**src/bibir_pkg.sv**
```systemverilog
// Package for border island removal: sizes, register indexes, sequencer states.
// No dependencies.
`timescale 1ns / 1ps
package bibir_pkg;
  localparam int MaxRows = 64;
  localparam int MaxCols = 64;
  localparam int RowW = 6;
  localparam int CntW = 7;
  localparam logic [0:0] RegRows = 1'b0;
  localparam logic [0:0] RegCols = 1'b1;

  typedef enum logic [2:0] {
    ST_LOAD, ST_SWEEP_RD, ST_SWEEP_WB, ST_OUT_RD, ST_OUT_EMIT
  } state_t;

  typedef struct packed {
    logic         we;
    logic [RowW-1:0] waddr;
    logic [MaxCols-1:0] wdata;
    logic [RowW-1:0] raddr;
  } mem_ctl_t;
endpackage

```
**src/bibir_ram.sv**
```systemverilog
// Dual-port synchronous memory, one write and one registered read port.
// Depends on bibir_pkg.
`timescale 1ns / 1ps
module bibir_ram (
  input  logic clk,
  input  bibir_pkg::mem_ctl_t ctl,
  output logic [bibir_pkg::MaxCols-1:0] rdata
);
  logic [bibir_pkg::MaxCols-1:0] mem [bibir_pkg::MaxRows];
  always_ff @(posedge clk) begin
    if (ctl.we) begin
      mem[ctl.waddr] <= ctl.wdata;
    end
    rdata <= mem[ctl.raddr];
  end
endmodule

```
**config.mk**
```make
export PLATFORM = sky130hd
export DESIGN_NAME = bibir_ram
export DESIGN_NICKNAME = d
export VERILOG_FILES = /design/src/bibir_pkg.sv /design/src/bibir_ram.sv
export SDC_FILE = /design/constraint.sdc
export NUM_CORES = 2
export LEC_CHECK = 0
export ABC_AREA = 0
export BUFFER_PORTS_ARGS = -buffer_cell sky130_fd_sc_hd__buf_2
export CAP_MARGIN = 20
export CORE_MARGIN = 10
export CORE_UTILIZATION = 40
export CTS_CLUSTER_DIAMETER = 40
export DETAILED_ROUTE_END_ITERATION = 7
export PLACE_DENSITY = 0.55
export SETUP_SLACK_MARGIN = 0.15
export SLEW_MARGIN = 0
export SYNTH_ARGS = -nofsm -noshare
export SYNTH_HDL_FRONTEND = slang
export SYNTH_SLANG_ARGS = --single-unit
```
**constraint.sdc**
```tcl
create_clock -name clk -period 6.6 [get_ports clk]
set_input_delay 0.33 -clock clk [delete_from_list [all_inputs] [get_ports clk]]
set_output_delay 0.33 -clock clk [all_outputs]
set_load 0.02 [all_outputs]
```
==> out/metrics.csv <==
metric;value;unit
Die H;645.2;um
DRT Wirelength;452100;um
Crit. End Element;register;
Avg Inst Size Synth;23.70;sq um
status;completed;
leakage;0.05807;uW
drt drc;0;
achievable frequency;0.3175;GHz
Top-Level Pins;142;
most common cell after layout, fill and taps aside;edfxtp_1;
1st-iter DRT viols;9710;
met3 usage;3.326;%
antenna-violating nets left;0;
Pwr Density;334.8;mW/mm^2
cts bufs inserted;548;
critical path's slowest cell;nor2_4;
DIE AREA;0.4163;sq mm
Setup TNS Final;0;ns
post-place setup slack;2.810;ns
Total Routing Usage GR;21.30;%
vias;76410;
# clock sinks;4160;
Final Critical Period;3.149;ns
I/O Buffers;141;
first-pass GRT wire length;629300;um
worst skew pair latency;1.01;ns
Reg clk slew, reported paths;0.06;ns
share of cells above drive strength 1;31.26;%
P&R area growth vs syn;18.10;%
Final Hold Viols;0;
Layout fillers;31680;
Setup-failing EPs final;0;
remaining global-route overflow;0;
Final Cycle Share;47.71;%
worst vdd ir;0.0002362;V
min-delay worst type;input pin to register;
CTS tree;yes;
Final HPWL DP;246300;um
drt first pass iters;5;
Critical R2R Capture;rdata[28]$_DFF_P_;
worst reg2reg path startpoint;mem[11][28]$_DFFE_PP_;
via/cell ratio;5.919;
Cell Rows;229;
WHS Path Cells;2;
Clock Tree Buf Depth;4;
routed len/inst;35.03;um
Crit path max-delay family;simple AND/OR/NAND/NOR gates;
r2r setup slk;4.36;ns
Critical Path Fanout Max;29;
Synth Register Bits;4160;
Yosys cell types;33;
Post-Syn Instances;6598;
Setup Buffers After CTS;0;
initial antenna violation count;35;
Hold EP;mem[2][32]$_DFFE_PP_;
Top Usage Layer GRT;met2;
Final Power;61820;uW
Post-Synthesis Net Count;6676;
GP Congestion;0.7743;
most frequent cells in the layout;edfxtp_1 (4096), mux4_2 (1024), clkbuf_16 (556), buf_4 (184), a22oi_1 (168);
R2R depth;5;
grt met1 use;30.15;%
WP data arrival;3.80;ns
slowest stage delay, CP;1.00;ns
CP Data Required Time;7.25;ns
CTS root buf;clkbuf_16;
Worst Setup Slack, final;3.451;ns
Initial Utilization;40.18;%
max_cap viols;0;
yosys warns;0;
Slew Limit Fails;0;
grt met2 use;34.36;%
clock skew;0.04100;ns
post-layout util;47.45;%
nets;7328;
Worst Tran Pin Value;1.165;ns
Core Footprint;0.3891;sq mm
Syn Std Cell Area;0.1563;sq mm
part of the Yosys area used for sequential elements;79.49;%
element type at the critical path start;input pin;
worst path cell trace;dlygate4sd3_1, buf_2, nor2b_1, nand3_1, nor2_4, buf_4;
largest net degree at the start of global routing;90;
die width;645.2;um
worst hold slack;0.03516;ns
RSZ-0062 raised after global routing;false;
H-tree depth;6;
Slew HR;22.15;%
vias in the first global route;78230;
Buf/Inv on CP;3;
WS Path Type;input pin to register;
hold path start;ctl[38];
==> worst max-delay path by stage <==
stage,end,start,slack [ns],cells past startpoint
floorplan,mem[48][0]$_DFFE_PP_,ctl[73],0.83,4
global placement,rdata[31]$_DFF_P_,ctl[0],2.89,8
detailed placement,rdata[39]$_DFF_P_,ctl[1],2.81,8
CTS,mem[35][54]$_DFFE_PP_,ctl[71],3.52,6
global route,mem[35][54]$_DFFE_PP_,ctl[71],3.41,6
finish,mem[35][54]$_DFFE_PP_,ctl[71],3.45,6
==> report_power, final <==
| group | leakage, uW | total [uW] | internal [uW] | switching (uW) |
|---|---|---|---|---|
| Clock | 0.00888 | 29700 | 18100 | 11600 |
| Sequential | 0.0374 | 29400 | 29300 | 153 |
| Combinational | 0.0118 | 2700 | 995 | 1710 |
| Total | 0.0581 | 61800 | 48300 | 13500 |
==> layer usage <==
layer,vias up,part of all wire (%)
li1,30010,-
met1,42100,41
met2,3608,48
met3,680,7.6
met4,10,3.0
met5,-,0.016
==> worst reg2reg max path: cells and delay by family (launching register included) <==
kind | cells | cell delay, ns
compound gates | 2 | 0.95
mux | 1 | 0.46
simple gates | 2 | 0.37
flops | 1 | 0.36
==> per-stage QoR <==
step           instance area, sq um  instances
2_1_floorplan                156300       6598
3_3_place_gp                 164500      11790
3_5_place_dp                 164600      11790
4_1_cts                      183200      12810
5_1_grt                      184600      12910
6_report                     184600      12910
==> flip-flops by register name, summed over array words and instances, names as in the netlist <==
signal and cells:
mem 4096, rdata 64
==> cell usage after synthesis, drive strengths merged <==
cell type / n / area, sq um
a41oi: 26 / 227.7
o22ai: 83 / 519.3
mux2i: 135 / 1351
or3: 29 / 181.4
nor3: 2 / 10.01
a2bb2oi: 19 / 166.4
a22o: 88 / 770.7
buf: 230 / 1249
nand4: 2 / 12.51
a31oi: 18 / 112.6
nand2b: 11 / 68.82
mux4: 1024 / 23060
or3b: 1 / 8.760
nand2: 58 / 217.7
a22oi: 168 / 1261
nand3b: 2 / 15.01
nor2b: 28 / 175.2
clkbuf: 140 / 525.5
o221ai: 38 / 332.8
and2: 3 / 18.77
a211oi: 63 / 473.0
and3: 64 / 400.4
dfxtp: 64 / 1281
or2: 28 / 175.2
a31o: 1 / 8.760
inv: 19 / 71.32
nor2: 112 / 420.4
nand4b: 1 / 8.760
edfxtp: 4096 / 123000
nand3: 45 / 225.2
==> repair_timing <==
item	in CTS	in global routing
resized for setup	0	0
hold buffers	12	44
endpoints found under the setup margin	0	0
hold endpoints to repair	345	2554
==> cells by family after synthesis <==
kind of cell           synth area share [%]
AOI/OAI and AO/OA                     2.477
buffers and inverters                 1.180
DFF                                   79.49
muxes                                 15.61
and+or+nand+nor                       1.240
==> cell type report <==
type	instances	area (sq um)	share of cell area [%]
flip-flops and latches	4160	124300	67.31
multi-input cells	2049	30780	16.67
clock buffers	649	14410	7.805
well taps	5197	6502	3.522
repair buffers	472	4527	2.452
clock inverters	351	4040	2.188
inverters	19	71.32	0.03862
diodes	12	30.03	0.01626
Note: power is estimated with default switching activity, not from simulation.
